===== src/hdl/fawl_ram.sv =====
// Generic simple dual-port RAM, one write and one registered read port.
// No dependencies.
`timescale 1ns / 1ps
module fawl_ram #(
  parameter int Width = 8,
  parameter int Depth = 16
) (
  input  logic                     clk_i,
  input  logic                     we_i,
  input  logic [$clog2(Depth)-1:0] waddr_i,
  input  logic [Width-1:0]         wdata_i,
  input  logic                     re_i,
  input  logic [$clog2(Depth)-1:0] raddr_i,
  output logic [Width-1:0]         rdata_o
);

  logic [Width-1:0] mem [Depth];
  logic [Width-1:0] rdata_q;

  always_ff @(posedge clk_i) begin
    if (we_i) begin
      mem[waddr_i] <= wdata_i;
    end
    if (re_i) begin
      rdata_q <= mem[raddr_i];
    end
  end

  assign rdata_o = rdata_q;

endmodule


===== config.mk =====
export PLATFORM = sky130hd
export DESIGN_NAME = fawl_ram
export DESIGN_NICKNAME = d
export VERILOG_FILES = /design/src/hdl/fawl_ram.sv
export SDC_FILE = /design/constraint.sdc
export NUM_CORES = 1
export LEC_CHECK = 0
export BUFFER_PORTS_ARGS = -buffer_cell sky130_fd_sc_hd__buf_2
export CORE_UTILIZATION = 52
export DETAILED_ROUTE_END_ITERATION = 6
export PLACE_DENSITY_LB_ADDON = 0.05
export SLEW_MARGIN = 20
export SYNTH_ARGS = -nofsm -noshare
export SYNTH_HDL_FRONTEND = slang
export SYNTH_SLANG_ARGS = --single-unit
export TNS_END_PERCENT = 20

===== constraint.sdc =====
create_clock -name clk_i -period 2.03 [get_ports clk_i]
set_input_delay 0.1015 -clock clk_i [delete_from_list [all_inputs] [get_ports clk_i]]
set_output_delay 0.1015 -clock clk_i [all_outputs]
set_load 0.1 [all_outputs]

==> metrics.txt, run 1 <==
Sequential Area 4084 um^2; drt pass-1 iters 4; setup violators final 0; Syn-to-layout area delta 20.54%; ANT cells 0; Placement Setup Slack 0.3128 ns; Die Width 102.3 um; GRT overflow 0; WL per Instance about 22 um; Ports 27; max frequency 670.6 MHz; Max-Cap Viols 0; vias post-DR 2428; Final Cycle Share 73.45%; vias per inst 5.493; multi-input logic area 1057 um^2; critical path arrival 1.75 ns; Skew-Pair Late Insertion Delay 0.52 ns; CTS clock-pin slew for the worst setup and hold paths 0.06 ns; Hold WS approximately 0.13 ns; CTS tree done; # fillers 700; Iteration-0 DRC Markers 139; critical path type reg -> reg; clk_skew ~0.0073 ns; Final min period ~1.5 ns; outcome completed; Worst setup EP type flop; Slew @ Worst Pin between 0.6 and 0.7 ns; layout cell share with drive strength beyond 1 31.72%; postcts setup bufs 0; HPWL Detailed 6186 um; worst endpoint required time approximately 2.3 ns; Core Box Area 9774 um^2; CP Max Fanout 1; cts bufs inserted 17; Tot Pwr 6.512 mW; worst min-delay path class in -> reg; post-route ant nets 0; pin count of the biggest net entering global routing 33; Num Clock Sinks between 100 and 150; DIE AREA 10460 um^2; register area share after synthesis around four fifths; Final Hold Fails 0; worst vdd ir between 0.5 and 0.6 mV; synth unique cells 18; post-layout util 64.46%; Setup WS post-layout 0.5389 ns; register bit count reported by yosys 136; YS warnings 0; RSZ-0062 raised after global routing false; commonest non-fill, non-tap cell in the layout edfxtp_1; clock root cell clkbuf_8; Mean Syn Cell Area 22.83 um^2; Rel. slew slack 59.53%; Initial Utilization 53.48%; antenna violations before repair 0; LEAKAGE 2.164 nW; Synth Cell Area 5228 um^2; first-pass GRT wire length 14560 um; Mapped Cells 229; most frequent cells in the layout 136 x edfxtp_1, 26 x buf_2, 21 x buf_4, 18 x mux4_2; GPL Wtd Cong 0.7578; Cell Pwr Density 1033 nW/um^2; die height 102.3 um; Total GRT Usage 21.02%; row count 36; Routed WL approximately 9600 um; Mapped Nets about 250; Worst setup SP type flop; Slew Viols, Final 0; Remaining DRCs 0; setup_tns 0 ns; vias in the first global route 2502; Final Net Count about 320; Max Buffers Root-to-Sink 2; IO buf count 26; H-tree levels 4
worst max-delay path, stage by stage (launching register included):
cell and delay [ns]:
edfxtp_1 0.37, mux4_1 0.50, a22oi_1 0.27, nand2_1 0.09
routing by layer:
layer	track usage, %	vias up	part of all wire [%]
met5	0	-	0
met4	8.462	0	1.3
met3	5.472	10	4.4
met2	31.80	71	48
met1	29.59	1229	46
li1	-	1118	-
Yosys cell counts, drive strengths merged:
cell / n / area [um^2]
clkdlybuf4s25: 3 / 30.03
edfxtp: 136 / 4084
buf: 7 / 56.30
nand3b: 2 / 15.01
nand3: 1 / 5.000
nor3: 4 / 20.02
nor2b: 1 / 6.260
mux4: 32 / 773.2
or3b: 1 / 8.760
a22oi: 16 / 120.1
nand2: 9 / 33.78
nor2: 13 / 48.80
and2: 1 / 6.260
and2b: 1 / 7.510
nand2b: 2 / 12.51
cell families after synthesis:
| kind of cell | Yosys count | share of synthesized area (%) |
|---|---|---|
| DFF | 136 | 78.12 |
| AOI/OAI and AO/OA | 16 | 2.298 |
| buffers and inverters | 10 | 1.651 |
| muxes | 32 | 14.79 |
| and+or+nand+nor | 35 | 3.136 |
final cells by class:
type | instances | area share, %
Sequential cell | 136 | 64.81
Multi-Input combinational cell | 83 | 16.78
Clock buffer | 18 | 6.632
Timing Repair Buffer | 58 | 6.632
Tap cell | 133 | 2.641
Clock inverter | 14 | 2.502
stage by stage:
| step | cells | cell area, um^2 |
|---|---|---|
| after detailed placement | 401 | 5635 |
| after global routing | 442 | 6301 |
| after floorplan | 229 | 5228 |
| after CTS | 442 | 6301 |
| after global placement | 401 | 5635 |
| final | 442 | 6301 |
final timing paths:
kind / slack, ns / to / cells past startpoint / startpoint
worst min-delay path: 0.13 / mem[4][2] / 3 / waddr_i[0]
worst max register to register: 0.54 / rdata_o[0] / 3 / mem[0][0]
worst min register to register: 0.75 / rdata_o[3] / 3 / mem[15][3]
worst max-delay path: 0.54 / rdata_o[0] / 3 / mem[0][0]
timing repair:
action | in CTS | in global routing
resized for setup | 0 | 0
hold endpoints to repair | 136 | 0
hold buffers | 9 | 0
sequential cells by signal (all words and copies together), names as in the netlist:
register and cells:
rdata_o 8, mem 128
where the power goes:
part | internal, mW | leakage [nW] | switching (mW)
Clock | 1.85 | 0.285 | 1.08
Combinational | 0.136 | 0.643 | 0.264
Sequential | 3.16 | 1.24 | 0.0158
Note: power is estimated with default switching activity, not from simulation.
==> inputs of run 2 (changes only) <==
==> constraint.sdc (replaced) <==
create_clock -name clk_i -period 1.5 [get_ports clk_i]
set_input_delay 0.075 -clock clk_i [delete_from_list [all_inputs] [get_ports clk_i]]
set_output_delay 0.075 -clock clk_i [all_outputs]
set_load 0.1 [all_outputs]
==> metrics.txt, run 2 (synthesized netlist as in run 1, its figures left out) <==
outcome completed; setup violators final 0 (unchanged); drt pass-1 iters 4 (unchanged); sequential power share 48.3% (-0.5 points); Max Buffers Root-to-Sink 2 (unchanged); pin count of the biggest net entering global routing 18 (-45%); Routed WL 9813 um (+2.4%); placed instance area 5678 um^2 (+0.76%); antenna violations before repair 0 (unchanged); critical path arrival 1.73 ns (-0.02 ns); Skew-Pair Late Insertion Delay 0.51 ns (about the same); max frequency 681.0 MHz (+1.6%); worst vdd ir 0.7765 mV (+47%); Slew Viols, Final 0 (unchanged); Setup WS post-layout 0.03166 ns (-0.5072 ns); Comb pwr share 6.4% (+0.3 points); most frequent cells in the layout 136 x edfxtp_1, 26 x buf_2, 19 x mux4_2, 18 x buf_4, 16 x clkbuf_16; die height 102.3 um (unchanged); clock root cell clkbuf_8; worst endpoint required time 1.76 ns (-0.53 ns); layout cell share with drive strength beyond 1 33.33% (+1.6 points); Worst setup EP type flop; CTS clock-pin slew for the worst setup and hold paths 0.06 ns (about the same); Final Net Count 315 (unchanged); post-route ant nets 0 (unchanged); Syn-to-layout area delta 21.73%; critical path's largest stage delay 0.51 ns (about the same); first-pass GRT wire length 14960 um (+2.7%); Worst setup SP type flop; Final Hold Fails 0 (unchanged); CTS tree done; CP top delay family multiplexers; Slew @ Worst Pin 0.9168 ns (+0.3119 ns); Final min period 1.468 ns (-0.02278 ns); RSZ-0062 raised after global routing false; postcts setup bufs 0 (unchanged); Cell Pwr Density 1400 nW/um^2 (+35%); Max-Cap Viols 0 (unchanged); IO buf count 26 (unchanged); Die Width 102.3 um (unchanged); Rel. slew slack 38.75% (-21 points); Ports 27 (unchanged); Initial Utilization 53.48% (unchanged); Placement Setup Slack -0.1406 ns (-0.4534 ns); Top reg by flops mem; H-tree levels 4 (unchanged); worst min-delay path class in -> reg; GPL Wtd Cong 0.7236 (-4.5%); Iteration-0 DRC Markers 153 (+10%); GRT overflow 0 (unchanged); post-route cell area 6364 um^2 (+0.99%); Remaining DRCs 0 (unchanged); vias post-DR 2486 (+2.4%); WL per Instance 22.35 um (+3.1%); Num Clock Sinks 136 (unchanged); cts bufs inserted 17 (unchanged); Sw Share 20.05% (-0.79 points); Total GRT Usage 21.43% (+0.41 points); clk_skew 0.004162 ns (-0.003164 ns); CP Max Fanout 1 (unchanged); internal power 7.124 mW (+38%); P_sw 1.786 mW (+32%); critical path type reg -> reg; Final Cycle Share 97.89% (+24 points); HPWL Detailed 6403 um (+3.5%); row count 36 (unchanged); Core Box Area 9774 um^2 (unchanged); CP max-delay cell mux4_1; max reg flops 128 (unchanged); commonest non-fill, non-tap cell in the layout edfxtp_1; LEAKAGE 2.173 nW (+0.41%); Clk network pwr share 45.3% (+0.3 points); CP cell instances mux4_1, a22oi_1, nand2_1; vias in the first global route 2561 (+2.4%); ANT cells 0 (unchanged); CP Buf/Inv Count 0 (unchanged); DIE AREA 10460 um^2 (unchanged); vias per inst 5.663 (+3.1%)
-- run 2: changes by cell type in the layout (fill, tap and decap cells not counted), sizes merged --
cell,delta
bufinv,+1
clkinv,-3
clkbuf,-1
-- run 2: layout make-up --
type | instances | area (um^2)
clock buffer | 17 | 414.1
clock inverter | 12 | 160.2
fill | 664 | 3411
multi-input combinational | 83 | 1084
sequential | 136 | 4084
tap | 133 | 166.4
timing repair buffer | 58 | 455.4
-- run 2: stage by stage --
stage                     setup TNS (ns)  power, mW  util, %  hold slack [ns]  cells
final                                  0      8.911    65.11           0.1244    439
after global routing                   0      9.177    65.11           0.1178    439
after CTS                              0      8.979    64.94          0.09799    439
after detailed placement         -0.7275      4.934    58.09           0.4734    401
after global placement           -0.7750      4.926    58.09           0.4651    401
after floorplan                        0      4.729        -           0.1739    229
-- run 2: what timing repair did --
item / CTS / global route
resized for setup: 1 / 5
cloned: 0 / 0
hold endpoints to repair: 136 / 0
setup endpoints to repair: 1 / 5
hold buffers: 9 / 0
pin swaps: 0 / 2
-- run 2: worst register-to-register path, stage by stage, from the launching register on --
cell and delay (ns):
edfxtp_1 0.36, mux4_1 0.51, a22oi_1 0.27, nand2_1 0.08
-- run 2: path summary, 6_finish.rpt --
| kind | startpoint | to | slack [ns] | cells after the start |
|---|---|---|---|---|
| setup / recovery | mem[8][4] | rdata_o[4] | 0.03 | 3 |
| hold / removal | waddr_i[0] | mem[4][7] | 0.12 | 3 |
| setup reg to reg | mem[8][4] | rdata_o[4] | 0.03 | 3 |
| hold reg to reg | mem[15][0] | rdata_o[0] | 0.74 | 3 |
-- run 2: metal layers --
metal  part of all wire (%)  global-route usage [%]  vias to the layer above  wire length [um]
li1                       -                       -                     1117                 -
met1                     46                   29.13                     1306              4466
met2                     50                   33.51                       53              4922
met3                    3.2                   6.088                       10               312
met4                    1.1                   7.692                        0               112
met5                      0                       0                        -                 0
-- run 2: power groups by stage --
stage | clock network [mW] | registers [mW] | logic (mW)
floorplan | 0 | 4.51 | 0.216
global placement | 0 | 4.38 | 0.542
detailed placement | 0 | 4.38 | 0.549
CTS | 4.10 | 4.31 | 0.569
global route | 4.26 | 4.31 | 0.609
finish | 4.03 | 4.31 | 0.570
