[src/hdl/fawl_pkg.sv]
// Shared constants, types and register codes for the frame average unit.
// No dependencies.
`timescale 1ns / 1ps
package fawl_pkg;

  localparam int MaxPixels   = 65536;
  localparam int PaletteSize = 256;

  localparam int PosW     = $clog2(MaxPixels);
  localparam int FsW      = PosW + 1;
  localparam int PixW     = 16;
  localparam int CntW     = 16;
  localparam int FracW    = 8;
  localparam int MeanW    = PixW + FracW;
  localparam int AccW     = CntW + MeanW;
  localparam int RangeW   = 16;
  localparam int IdxW     = $clog2(PaletteSize);
  localparam int FrameW   = 17;
  localparam int CfgIdxW  = 2;
  localparam int CfgDataW = 17;

  typedef enum logic [CfgIdxW-1:0] {
    RegWindowLow     = 2'd0,
    RegWindowRange   = 2'd1,
    RegAccumulateAll = 2'd2,
    RegFramePixels   = 2'd3
  } cfg_idx_e;

  typedef struct packed {
    logic [PixW-1:0] shown;
    logic            frame_end;
  } map_in_t;

endpackage

[src/hdl/fawl_map.sv]
// Window/level mapping of a shown value to a clamped palette index.
// Pipelined ceiling divide, one quotient bit per stage; uses fawl_pkg.
`timescale 1ns / 1ps
module fawl_map import fawl_pkg::*; (
  input  logic              clk_i,
  input  logic              rst_ni,
  input  logic              in_valid_i,
  output logic              in_ready_o,
  input  map_in_t           in_i,
  input  logic [PixW-1:0]   window_low_i,
  input  logic [RangeW-1:0] window_range_i,
  output logic              out_valid_o,
  input  logic              out_ready_i,
  output logic [IdxW-1:0]   palette_index_o,
  output logic              frame_end_o
);

  localparam int AW = PixW + IdxW + 1;

  logic [RangeW-1:0] r_eff;
  logic [PixW-1:0]   d;
  logic [AW-1:0]     a_d;
  logic              big_d;

  logic              p_v_q, p_le_q, p_big_q, p_end_q;
  logic [AW-1:0]     p_a_q;

  logic [IdxW-1:0]   m_v_q;
  logic              m_le_q  [IdxW];
  logic              m_big_q [IdxW];
  logic              m_end_q [IdxW];
  logic [RangeW-1:0] m_rem_q [IdxW];
  logic [IdxW-1:0]   m_dq_q  [IdxW];
  logic [RangeW-1:0] s_rem_d [IdxW];
  logic [IdxW-1:0]   s_dq_d  [IdxW];
  logic [IdxW-1:0]   m_en;

  logic              o_v_q, o_end_q, o_en, p_en;
  logic [IdxW-1:0]   o_idx_q, o_idx_d;

  assign r_eff = (window_range_i == '0) ? RangeW'(1) : window_range_i;
  assign d     = in_i.shown - window_low_i;
  assign a_d   = {1'b0, d, {IdxW{1'b0}}} + AW'(r_eff) - AW'(1);
  assign big_d = AW'({d, {IdxW{1'b0}}}) > AW'(r_eff) * AW'(PaletteSize - 2);

  always_comb begin
    logic [RangeW-1:0] rem;
    logic [IdxW-1:0]   dq;
    logic [RangeW:0]   t;
    for (int k = 0; k < IdxW; k++) begin
      if (k == 0) begin
        rem = p_a_q[IdxW+RangeW-1:IdxW];
        dq  = p_a_q[IdxW-1:0];
      end else begin
        rem = m_rem_q[k-1];
        dq  = m_dq_q[k-1];
      end
      t = {rem, dq[IdxW-1]};
      if (t >= {1'b0, r_eff}) begin
        s_rem_d[k] = RangeW'(t - {1'b0, r_eff});
        s_dq_d[k]  = {dq[IdxW-2:0], 1'b1};
      end else begin
        s_rem_d[k] = t[RangeW-1:0];
        s_dq_d[k]  = {dq[IdxW-2:0], 1'b0};
      end
    end
  end

  assign o_en = !o_v_q || out_ready_i;
  always_comb begin
    m_en[IdxW-1] = !m_v_q[IdxW-1] || o_en;
    for (int k = IdxW - 2; k >= 0; k--) begin
      m_en[k] = !m_v_q[k] || m_en[k+1];
    end
  end
  assign p_en       = !p_v_q || m_en[0];
  assign in_ready_o = p_en;

  always_comb begin
    if (m_le_q[IdxW-1]) begin
      o_idx_d = IdxW'(1);
    end else if (m_big_q[IdxW-1]) begin
      o_idx_d = IdxW'(PaletteSize - 2);
    end else begin
      o_idx_d = m_dq_q[IdxW-1];
    end
  end

  always_ff @(posedge clk_i or negedge rst_ni) begin
    if (!rst_ni) begin
      p_v_q <= 1'b0;
      m_v_q <= '0;
      o_v_q <= 1'b0;
    end else begin
      if (p_en) p_v_q <= in_valid_i;
      for (int k = 0; k < IdxW; k++) begin
        if (m_en[k]) m_v_q[k] <= (k == 0) ? p_v_q : m_v_q[(k == 0) ? 0 : k - 1];
      end
      if (o_en) o_v_q <= m_v_q[IdxW-1];
    end
  end

  always_ff @(posedge clk_i) begin
    if (p_en) begin
      p_le_q  <= in_i.shown <= window_low_i;
      p_big_q <= big_d;
      p_a_q   <= a_d;
      p_end_q <= in_i.frame_end;
    end
    for (int k = 0; k < IdxW; k++) begin
      if (m_en[k]) begin
        m_rem_q[k] <= s_rem_d[k];
        m_dq_q[k]  <= s_dq_d[k];
        if (k == 0) begin
          m_le_q[k]  <= p_le_q;
          m_big_q[k] <= p_big_q;
          m_end_q[k] <= p_end_q;
        end else begin
          m_le_q[k]  <= m_le_q[(k == 0) ? 0 : k - 1];
          m_big_q[k] <= m_big_q[(k == 0) ? 0 : k - 1];
          m_end_q[k] <= m_end_q[(k == 0) ? 0 : k - 1];
        end
      end
    end
    if (o_en) begin
      o_idx_q <= o_idx_d;
      o_end_q <= m_end_q[IdxW-1];
    end
  end

  assign out_valid_o     = o_v_q;
  assign palette_index_o = o_idx_q;
  assign frame_end_o     = o_end_q;

endmodule

[config.mk]
export PLATFORM = sky130hd
export DESIGN_NAME = fawl_map
export DESIGN_NICKNAME = d
export VERILOG_FILES = /design/src/hdl/fawl_pkg.sv /design/src/hdl/fawl_map.sv
export SDC_FILE = /design/constraint.sdc
export NUM_CORES = 1
export LEC_CHECK = 0
export BUFFER_PORTS_ARGS = -buffer_cell sky130_fd_sc_hd__buf_4
export CAP_MARGIN = 20
export CORE_MARGIN = 5
export CORE_UTILIZATION = 25
export DETAILED_ROUTE_END_ITERATION = 16
export GPL_TIMING_DRIVEN = 1
export PLACE_DENSITY_LB_ADDON = 0.3
export REMOVE_ABC_BUFFERS = 1
export SLEW_MARGIN = 20
export SYNTH_ARGS = -nofsm -noshare
export SYNTH_HDL_FRONTEND = slang
export SYNTH_SLANG_ARGS = --single-unit
[constraint.sdc]
create_clock -name clk_i -period 2.61 [get_ports clk_i]
set_input_delay 0.261 -clock clk_i [delete_from_list [all_inputs] [get_ports clk_i]]
set_output_delay 0.261 -clock clk_i [all_outputs]
set_load 0.03 [all_outputs]
==> results of run 1 <==
==> power by group through the flow <==
| stage | registers, µW | logic (µW) | clock network (µW) |
|---|---|---|---|
| 6_report | 7890 | 25700 | 4170 |
| 2_1_floorplan | 7540 | 13000 | 0 |
| 3_3_place_gp | 7900 | 21400 | 0 |
| 4_1_cts | 7890 | 24500 | 4300 |
| 3_5_place_dp | 7910 | 21800 | 0 |
| 5_1_grt | 8060 | 28400 | 4490 |
==> path summary, 6_finish.rpt <==
path | start | to | slack (ns) | cells after the start
worst max-delay path | window_range_i[5] | p_big_q | -3.05 | 32
worst min-delay path | rst_ni | m_v_q[3] | 0.08 | 2
worst max register to register | m_rem_q[3][0] | m_rem_q[4][3] | -0.20 | 11
worst min register to register | m_dq_q[0][14] | m_dq_q[0][23] | 0.41 | 0
max in group asynchronous | rst_ni | m_v_q[7] | 2.39 | 2
min in group clk_i | out_ready_i | out_valid_o | 0.18 | 4
==> through the flow <==
stage	instance area [µm²]	instances	TNS [ns]	power, µW	hold slack (ns)
floorplan	19330	1846	-164.50	20580	-0.03459
global placement	25190	3478	-157.34	29300	0.09694
detailed placement	25190	3478	-160.62	29710	0.09987
CTS	28220	3593	-59.52	36660	0.06897
global route	28880	3611	-75.30	40930	0.08228
finish	28880	3612	-59.80	37810	0.07755
==> logic make-up after synthesis <==
| group | Yosys count | share of synthesized area, % |
|---|---|---|
| compound gates | 459 | 15.57 |
| simple gates | 457 | 11.70 |
| fa+ha+maj | 298 | 21.53 |
| flops | 246 | 37.66 |
| buf+inv | 232 | 4.785 |
| xor+xnor | 125 | 5.620 |
| mux | 54 | 3.141 |
==> state kept, by name (all words and copies together), names as in the netlist <==
register,flops
p_end_q,1
m_le_q,8
p_v_q,1
m_dq_q,64
out_valid_o,1
p_le_q,1
frame_end_o,1
m_big_q,8
p_a_q,24
m_end_q,8
m_v_q,8
p_big_q,1
palette_index_o,8
m_rem_q,112
==> synthesized netlist by cell type, drive strengths merged, types with 12 or more instances <==
| cell type | instances | share of area [%] |
|---|---|---|
| edfxtp | 236 | 36 |
| ha | 236 | 15 |
| inv | 207 | 4.0 |
| a21oi | 126 | 3.3 |
| nor2 | 122 | 2.4 |
| nand2 | 110 | 2.1 |
| o21ai | 106 | 2.8 |
| xnor2 | 69 | 3.1 |
| a21o | 62 | 2.4 |
| fa | 62 | 6.4 |
| xor2 | 56 | 2.5 |
| mux2 | 42 | 2.5 |
| nor2b | 39 | 1.3 |
| nand3 | 32 | 0.82 |
| nand2b | 31 | 1.0 |
| nand4 | 29 | 0.93 |
| nor3 | 25 | 0.64 |
| o21a | 25 | 1.0 |
| a31oi | 23 | 0.82 |
| a211oi | 20 | 0.89 |
| and3 | 16 | 0.52 |
| buf | 16 | 0.62 |
| o211ai | 14 | 0.54 |
| o21bai | 14 | 0.54 |
| o31ai | 13 | 0.65 |
| mux2i | 12 | 0.62 |
==> final cells by class <==
cell class / count / area [µm²] / area share (%)
Antenna cell: 1 / 2.502 / 0.008664
Clock buffer: 32 / 715.7 / 2.478
Inverter: 207 / 804.5 / 2.785
Tap cell: 1040 / 1301 / 4.505
Sequential cell: 246 / 7337 / 25.40
Multi-Input combinational cell: 1393 / 12750 / 44.14
Clock inverter: 19 / 262.8 / 0.9097
Timing Repair Buffer: 674 / 5710 / 19.77
==> critical path, delay by kind of cell <==
family	cells	cell delay, ns
buf+inv	6	0.49
fa+ha+maj	7	2.69
compound gates	8	0.94
simple gates	10	1.40
xor+xnor	1	0.17
==> timing repair <==
| item | 4_1_cts | 5_1_grt |
|---|---|---|
| setup buffers | 58 | 19 |
| hold buffers | 3 | 0 |
| endpoints found under the setup margin | 138 | 137 |
| resized for setup | 322 | 149 |
| cloned | 5 | 1 |
| endpoints found under the hold margin | 12 | 0 |
| pin swaps | 106 | 67 |
==> routing by layer <==
metal	vias up	share of wire (%)	GRT usage [%]
met1	7792	42	16.24
met2	227	51	24.24
met4	0	3.8	4.489
li1	8156	-	-
met5	-	0	0
met3	102	2.9	1.762
==> layout by cell type, fill, tap and decap left out, types with 42 or more instances in the layout <==
master / netlist / final
ha_1: 236 / 192
xor2_1: 56 / 56
edfxtp_1: 236 / 236
buf_4: 2 / 593
o21ai_0: 98 / 47
ha_4: 0 / 42
nand2_1: 110 / 91
a21oi_1: 124 / 91
fa_1: 62 / 52
nor2_1: 122 / 116
xnor2_1: 69 / 67
a21o_1: 62 / 62
inv_1: 207 / 176
==> qor.csv, run 1 <==
stage,metric,value,unit
worst_setup_path,crit_type,in -> reg,
cells_and_area,fin_util,37.35,%
yosys,netlist_instances,1871,
cts,cts.path.max_buffers,3,
grt,first_global_vias,16960,
power_and_ir_drop,switching_power_summed_over_all_nets,14560,µW
power_and_ir_drop,vdd_ir_drop_max,0.6731,mV
drt,dr_total_vias,16280,
timing,slew_headroom,66.96,%
drt,route.detailed.drc,0,
worst_setup_path,cp-start-kind,input pin,
grt,grt_start_max_net_pins,29,
timing,max_slew.worst_pin.slew,0.4926,ns
cells_and_area,fraction_of_layout_cells_with_a_size_suffix_above_1,39.87,%
cells_and_area,nFillCells,7642,
worst_setup_path,crit_path_end_kind,flop,
cts,cts.root.buffer_cell,clkbuf_16,
power_and_ir_drop,share_clk_of_total_power,11.0,%
power_and_ir_drop,p_per_area,1309,nW/µm²
yosys,synthDistinctLibCells,84,
yosys,number_of_synthesized_flops_with_an_enable_pin,236,
outcome,outcome,"complete, but fails checks",
die,die_area,83610,µm²
worst_setup_path,timing.critical_path.mode_cell,fa_1,
cts,clkLatencyLatePin,0.57,ns
timing,clock-skew-final,0.02114,ns
power_and_ir_drop,seq_power_share,20.9,%
worst_setup_path,slowest_cell_on_the_critical_path,fa_1,
cts,cts_max_level,1,
timing,highest_clock_rate,176.8,MHz
placement,place.gp.congestion,0.8619,
die,starting_density,25.19,%
grt,grt.overflow.total,0,
yosys,postSynth.asyncResetShare,4.065,%
worst_setup_path,path_max_fanout,6,
timing,report.final.slew_viol_count,0,
placement,place.detailed.hpwl,42310,µm
drt,drt-total-wl,56930,µm
worst_setup_path,critPathMaxStageDelay,0.54,ns
die,cell_row_count,102,
die,io-pin-count,64,
placement,placement.io_buffers,63,
cts,clkSlewWorstSetupHoldPaths,0.08,ns
cts,clkSinkCount,246,
drt,detail_route.iter0.violations,680,
cells_and_area,area_overhead_vs_synth,48.26,%
cts,tritoncts,done,
power_and_ir_drop,sw_frac_of_total,38.51,%
timing,report.final.setup_viol,134,
cts,cts_buf_count,28,
grt,grt_usage,13.33,%
worst_setup_path,crit_required,2.93,ns
drt,route.detailed.vias_per_inst,4.506,
outcome,failed_checks,negative setup slack,
timing,layout_worst_path_cycle_share,216.8,%
timing,setup_repair_after_global_routing_missed_its_margin,yes,
yosys,ys_ff_latch,246,
yosys,yosysWarnings,0,
grt,number_of_antenna_violations_at_the_first_check_in_global_routing,1,
cells_and_area,finalNetCount,2901,
run,cap_violations,0,
power_and_ir_drop,p_leak,0.01281,µW
die,core-area,77340,µm²
yosys,postSynth.topFlopCell,edfxtp_1,
drt,drt_first_pass_iters,4,
timing,postLayoutSetupSlackWorst,-3.048,ns
power_and_ir_drop,power_report.internal_total,23250,µW
worst_hold_path,holdCritPathClass,in -> async,
power_and_ir_drop,comb_power_share,68.1,%
yosys,synth_sequential_area_ratio,37.66,%
die,die_h,289.2,µm
placement,place_ws,-4.017,ns
timing,timing_hold_violations_final,0,
worst_setup_path,critical_path_arrival,5.98,ns
yosys,syn_avg_cell_area,10.41,µm²
drt,detail_route.wl_per_cell,15.76,µm
drt,drtAntennaViolNets,0,
die,die_width,289.2,µm
yosys,mappedNetlistArea,19480,µm²
grt,wire_length_of_the_first_global_routing_pass,89320,µm
timing,post-route-min-period,5.658,ns
(Power assumes the default switching activity.)
==> run 2, diff against run 1 <==
--- a/config.mk
+++ b/config.mk
@@ -5,12 +5,14 @@
 export SDC_FILE = /design/constraint.sdc
 export NUM_CORES = 1
 export LEC_CHECK = 0
+export ABC_AREA = 1
 export BUFFER_PORTS_ARGS = -buffer_cell sky130_fd_sc_hd__buf_4
 export CAP_MARGIN = 20
 export CORE_MARGIN = 5
 export CORE_UTILIZATION = 25
 export DETAILED_ROUTE_END_ITERATION = 16
 export GPL_TIMING_DRIVEN = 1
+export HOLD_SLACK_MARGIN = 0.1
 export PLACE_DENSITY_LB_ADDON = 0.3
 export REMOVE_ABC_BUFFERS = 1
 export SLEW_MARGIN = 20
==> run 2 against run 1 <==
Net effect: the flow still finishes with violations (negative setup slack); synthesized cell count grew 35%; sequential power grew 1%; synthesized area rose by 8.2%; cell area shrank 0.89%; clock power rose by 8.6%; utilization shrank 3.1 points; setup slack gained 0.37 ns; flip-flop and latch count stayed put; die area increased by 7.9%; global-route usage is 0.31 points higher; cell count grew 20%; highest routed layer unchanged; first-iteration DRC count is 39% higher.
==> qor.csv, run 2 <==
stage,metric,value,unit
outcome,outcome,"complete, but fails checks",
outcome,failed_checks,negative setup slack,
die,die_h,300.4,µm
run,cap_violations,0,
drt,dr_total_vias,18670,
power_and_ir_drop,p_per_area,1314,nW/µm²
cells_and_area,layout_top_registers,"m_rem_q: 112 flops, m_dq_q: 64 flops, p_a_q: 24 flops",
drt,detail_route.wl_per_cell,14.59,µm
yosys,ys_ff_latch,246,
timing,post-route-min-period,5.287,ns
worst_setup_path,reg2reg_depth,9,
power_and_ir_drop,power_report.internal_total,21610,µW
yosys,synthMostInstantiatedCell,nand2_1,
timing,timing_hold_violations_final,0,
cells_and_area,most_common_cell_after_layout_fill_and_taps_aside,buf_4,
worst_setup_path,path_max_fanout,9,
drt,route.detailed.vias_per_inst,4.308,
die,io-pin-count,64,
cells_and_area,fin_util,34.21,%
worst_setup_path,crit_path_end_kind,flop,
drt,route.detailed.drc,0,
worst_hold_path,hold_depth,4,
yosys,netlist_top_cells_area,"edfxtp_1 34%, ha_1 14%, nand2_1 11%, fa_1 5.9%, inv_1 5.8%",
cells_and_area,postLayoutCellArea,28630,µm²
drt,drt_first_pass_iters,7,
timing,max_slew.worst_pin.slew,0.6033,ns
worst_setup_path,critPathMaxStageDelay,0.55,ns
cells_and_area,mostFrequentLayoutCells,"638 x buf_4, 618 x nand2_1, 319 x inv_1, 236 x edfxtp_1, 230 x ha_1",
cells_and_area,number_of_flip_flops_in_the_largest_register,112,
cells_and_area,finalNetCount,3527,
cts,cts.path.max_buffers,3,
timing,postLayoutSetupSlackWorst,-2.677,ns
cts,clkLatencyLatePin,0.58,ns
power_and_ir_drop,switching_power_summed_over_all_nets,16010,µW
grt,grt_start_max_net_pins,29,
die,core-area,83690,µm²
cts,clkSinkCount,246,
yosys,netlist_instances,2517,
worst_setup_path,critical_path_arrival,5.62,ns
cells_and_area,fraction_of_layout_cells_with_a_size_suffix_above_1,25.91,%
die,cell_row_count,106,
yosys,mappedNetlistArea,21080,µm²
grt,grt_usage,13.65,%
worst_setup_path,crit_type,in -> reg,
yosys,yosysWarnings,0,
yosys,post-synth-top-area-cell,edfxtp_1,
cts,cts.root.buffer_cell,clkbuf_16,
yosys,synth_top_cell_area_share,33.62,%
placement,placement.io_buffers,63,
power_and_ir_drop,seq_power_share,21.2,%
yosys,syn_avg_cell_area,8.375,µm²
grt,wire_length_of_the_first_global_routing_pass,98400,µm
yosys,netlist_top_cells_count,"627 x nand2_1, 325 x inv_1, 236 x edfxtp_1, 236 x ha_1, 217 x nand3_1",
cells_and_area,storage_cell_area,7337,µm²
worst_setup_path,rr_endpoint,m_rem_q[0][1],
timing,setup_repair_after_global_routing_missed_its_margin,yes,
timing,report.final.setup_viol,135,
yosys,postSynth.topFlopCell,edfxtp_1,
power_and_ir_drop,share_clk_of_total_power,12.0,%
drt,detail_route.iter0.violations,942,
worst_setup_path,worst-r2r-setup-slack,0.29,ns
power_and_ir_drop,comb_power_share,66.8,%
power_and_ir_drop,p_leak,0.01410,µW
worst_setup_path,timing.rr.start,out_valid_o,
yosys,synthDistinctLibCells,48,
worst_setup_path,cp-start-kind,input pin,
placement,place.detailed.hpwl,50670,µm
cells_and_area,multi_input_gate_area,12530,µm²
worst_setup_path,timing.critical_path.mode_cell,ha_1,
die,starting_density,25.19,%
grt,first_global_vias,18210,
grt,grt.overflow.total,0,
timing,highest_clock_rate,189.2,MHz
yosys,postSynth.asyncResetShare,4.065,%
placement,place.gp.congestion,0.8692,
placement,placed_cell_area,27110,µm²
worst_hold_path,holdCritPathClass,in -> reg,
cells_and_area,area_overhead_vs_synth,35.80,%
cts,clkSlewWorstSetupHoldPaths,0.07,ns
cells_and_area,nFillCells,8730,
worst_hold_path,worstHoldEndpoint,p_a_q[3],
power_and_ir_drop,sw_frac_of_total,42.56,%
timing,report.final.slew_viol_count,0,
cells_and_area,registers.top_by_ff_count,m_rem_q,
cts,cts_max_level,1,
drt,drtAntennaViolNets,0,
drt,drt-total-wl,63220,µm
die,die_area,90230,µm²
timing,clock-skew-final,0.02024,ns
worst_setup_path,crit_required,2.94,ns
timing,slew_headroom,59.69,%
timing,layout_worst_path_cycle_share,202.5,%
cts,cts_buf_count,29,
worst_setup_path,slowest_cell_on_the_critical_path,fa_1,
yosys,number_of_synthesized_flops_with_an_enable_pin,236,
die,die_width,300.4,µm
cts,tritoncts,done,
grt,number_of_antenna_violations_at_the_first_check_in_global_routing,2,
power_and_ir_drop,vdd_ir_drop_max,0.5664,mV
yosys,synth_sequential_area_ratio,34.81,%
worst_hold_path,hold_start,window_range_i[3],
==> run 2: how the worst max path moves through the flow <==
stage,to,slack (ns),startpoint
final,p_big_q,-2.68,window_range_i[8]
after global routing,p_big_q,-3.03,window_range_i[3]
after CTS,p_big_q,-2.65,window_range_i[2]
after detailed placement,p_big_q,-3.42,window_range_i[2]
after global placement,p_big_q,-3.43,window_range_i[2]
after floorplan,p_big_q,-3.03,window_range_i[3]
==> run 2: cell families (layout without fill, tap and decap cells) <==
kind of cell	after synthesis	after routing	share of synthesized area (%)
and+or+nand+nor	1181	1181	24.99
buffers and inverters	352	1034	6.974
AOI/OAI and AO/OA	331	331	8.802
adders and majority gates	298	298	19.90
DFF	246	246	34.81
xor gates and xnor gates	109	109	4.529
other	0	1	0
==> run 2: stage by stage <==
step	setup TNS [ns]	std cells	hold slack [ns]	worst slack, ns	total power, µW
after detailed placement	-123.17	4269	0.09909	-3.417	32670
after floorplan	-176.33	2491	-0.03459	-3.029	21830
after global placement	-124.04	4269	0.09847	-3.431	32560
final	-23.80	4334	0.3269	-2.677	37630
after CTS	-19.77	4332	0.2998	-2.645	37630
after global routing	-49.60	4333	0.3549	-3.030	41190
==> run 2: power groups by stage <==
| stage | combinational [µW] | sequential, µW | clock, µW |
|---|---|---|---|
| floorplan | 14200 | 7630 | 0 |
| finish | 25100 | 7980 | 4530 |
| detailed placement | 24600 | 8090 | 0 |
| global placement | 24500 | 8060 | 0 |
| global route | 28200 | 8150 | 4810 |
| CTS | 25000 | 8020 | 4650 |
==> run 2: area by class of cell <==
cell class	instances	share of cell area (%)
Antenna cell	1	0.008742
Clock buffer	32	2.574
Clock inverter	22	1.163
Inverter	326	4.301
Multi-Input combinational cell	1919	43.77
Sequential cell	246	25.63
Tap cell	1134	4.957
Timing Repair Buffer	654	17.60
==> run 2: worst max-delay path: cells and delay by family <==
kind            cells  cell delay, ns
compound gates      3            0.30
xor+xnor            1            0.16
fa+ha+maj           8            2.90
buf+inv             7            0.64
simple gates       12            1.34
==> run 2: per-layer routing <==
| metal | vias up | track usage [%] | routed length (µm) | part of all wire (%) |
|---|---|---|---|---|
| li1 | 9768 | - | - | - |
| met1 | 8532 | 18.15 | 29120 | 46 |
| met2 | 294 | 23.96 | 30420 | 48 |
| met3 | 75 | 1.406 | 2138 | 3.4 |
| met4 | 0 | 3.141 | 1531 | 2.4 |
| met5 | - | 0 | 0 | 0 |
==> run 2: timing repair <==
action | CTS | global route
hold buffers | 5 | 0
pin swaps | 6 | 11
gates resized for setup | 53 | 34
setup endpoints to repair | 136 | 191
buffers inserted | 4 | 1
hold endpoints to repair | 13 | 0
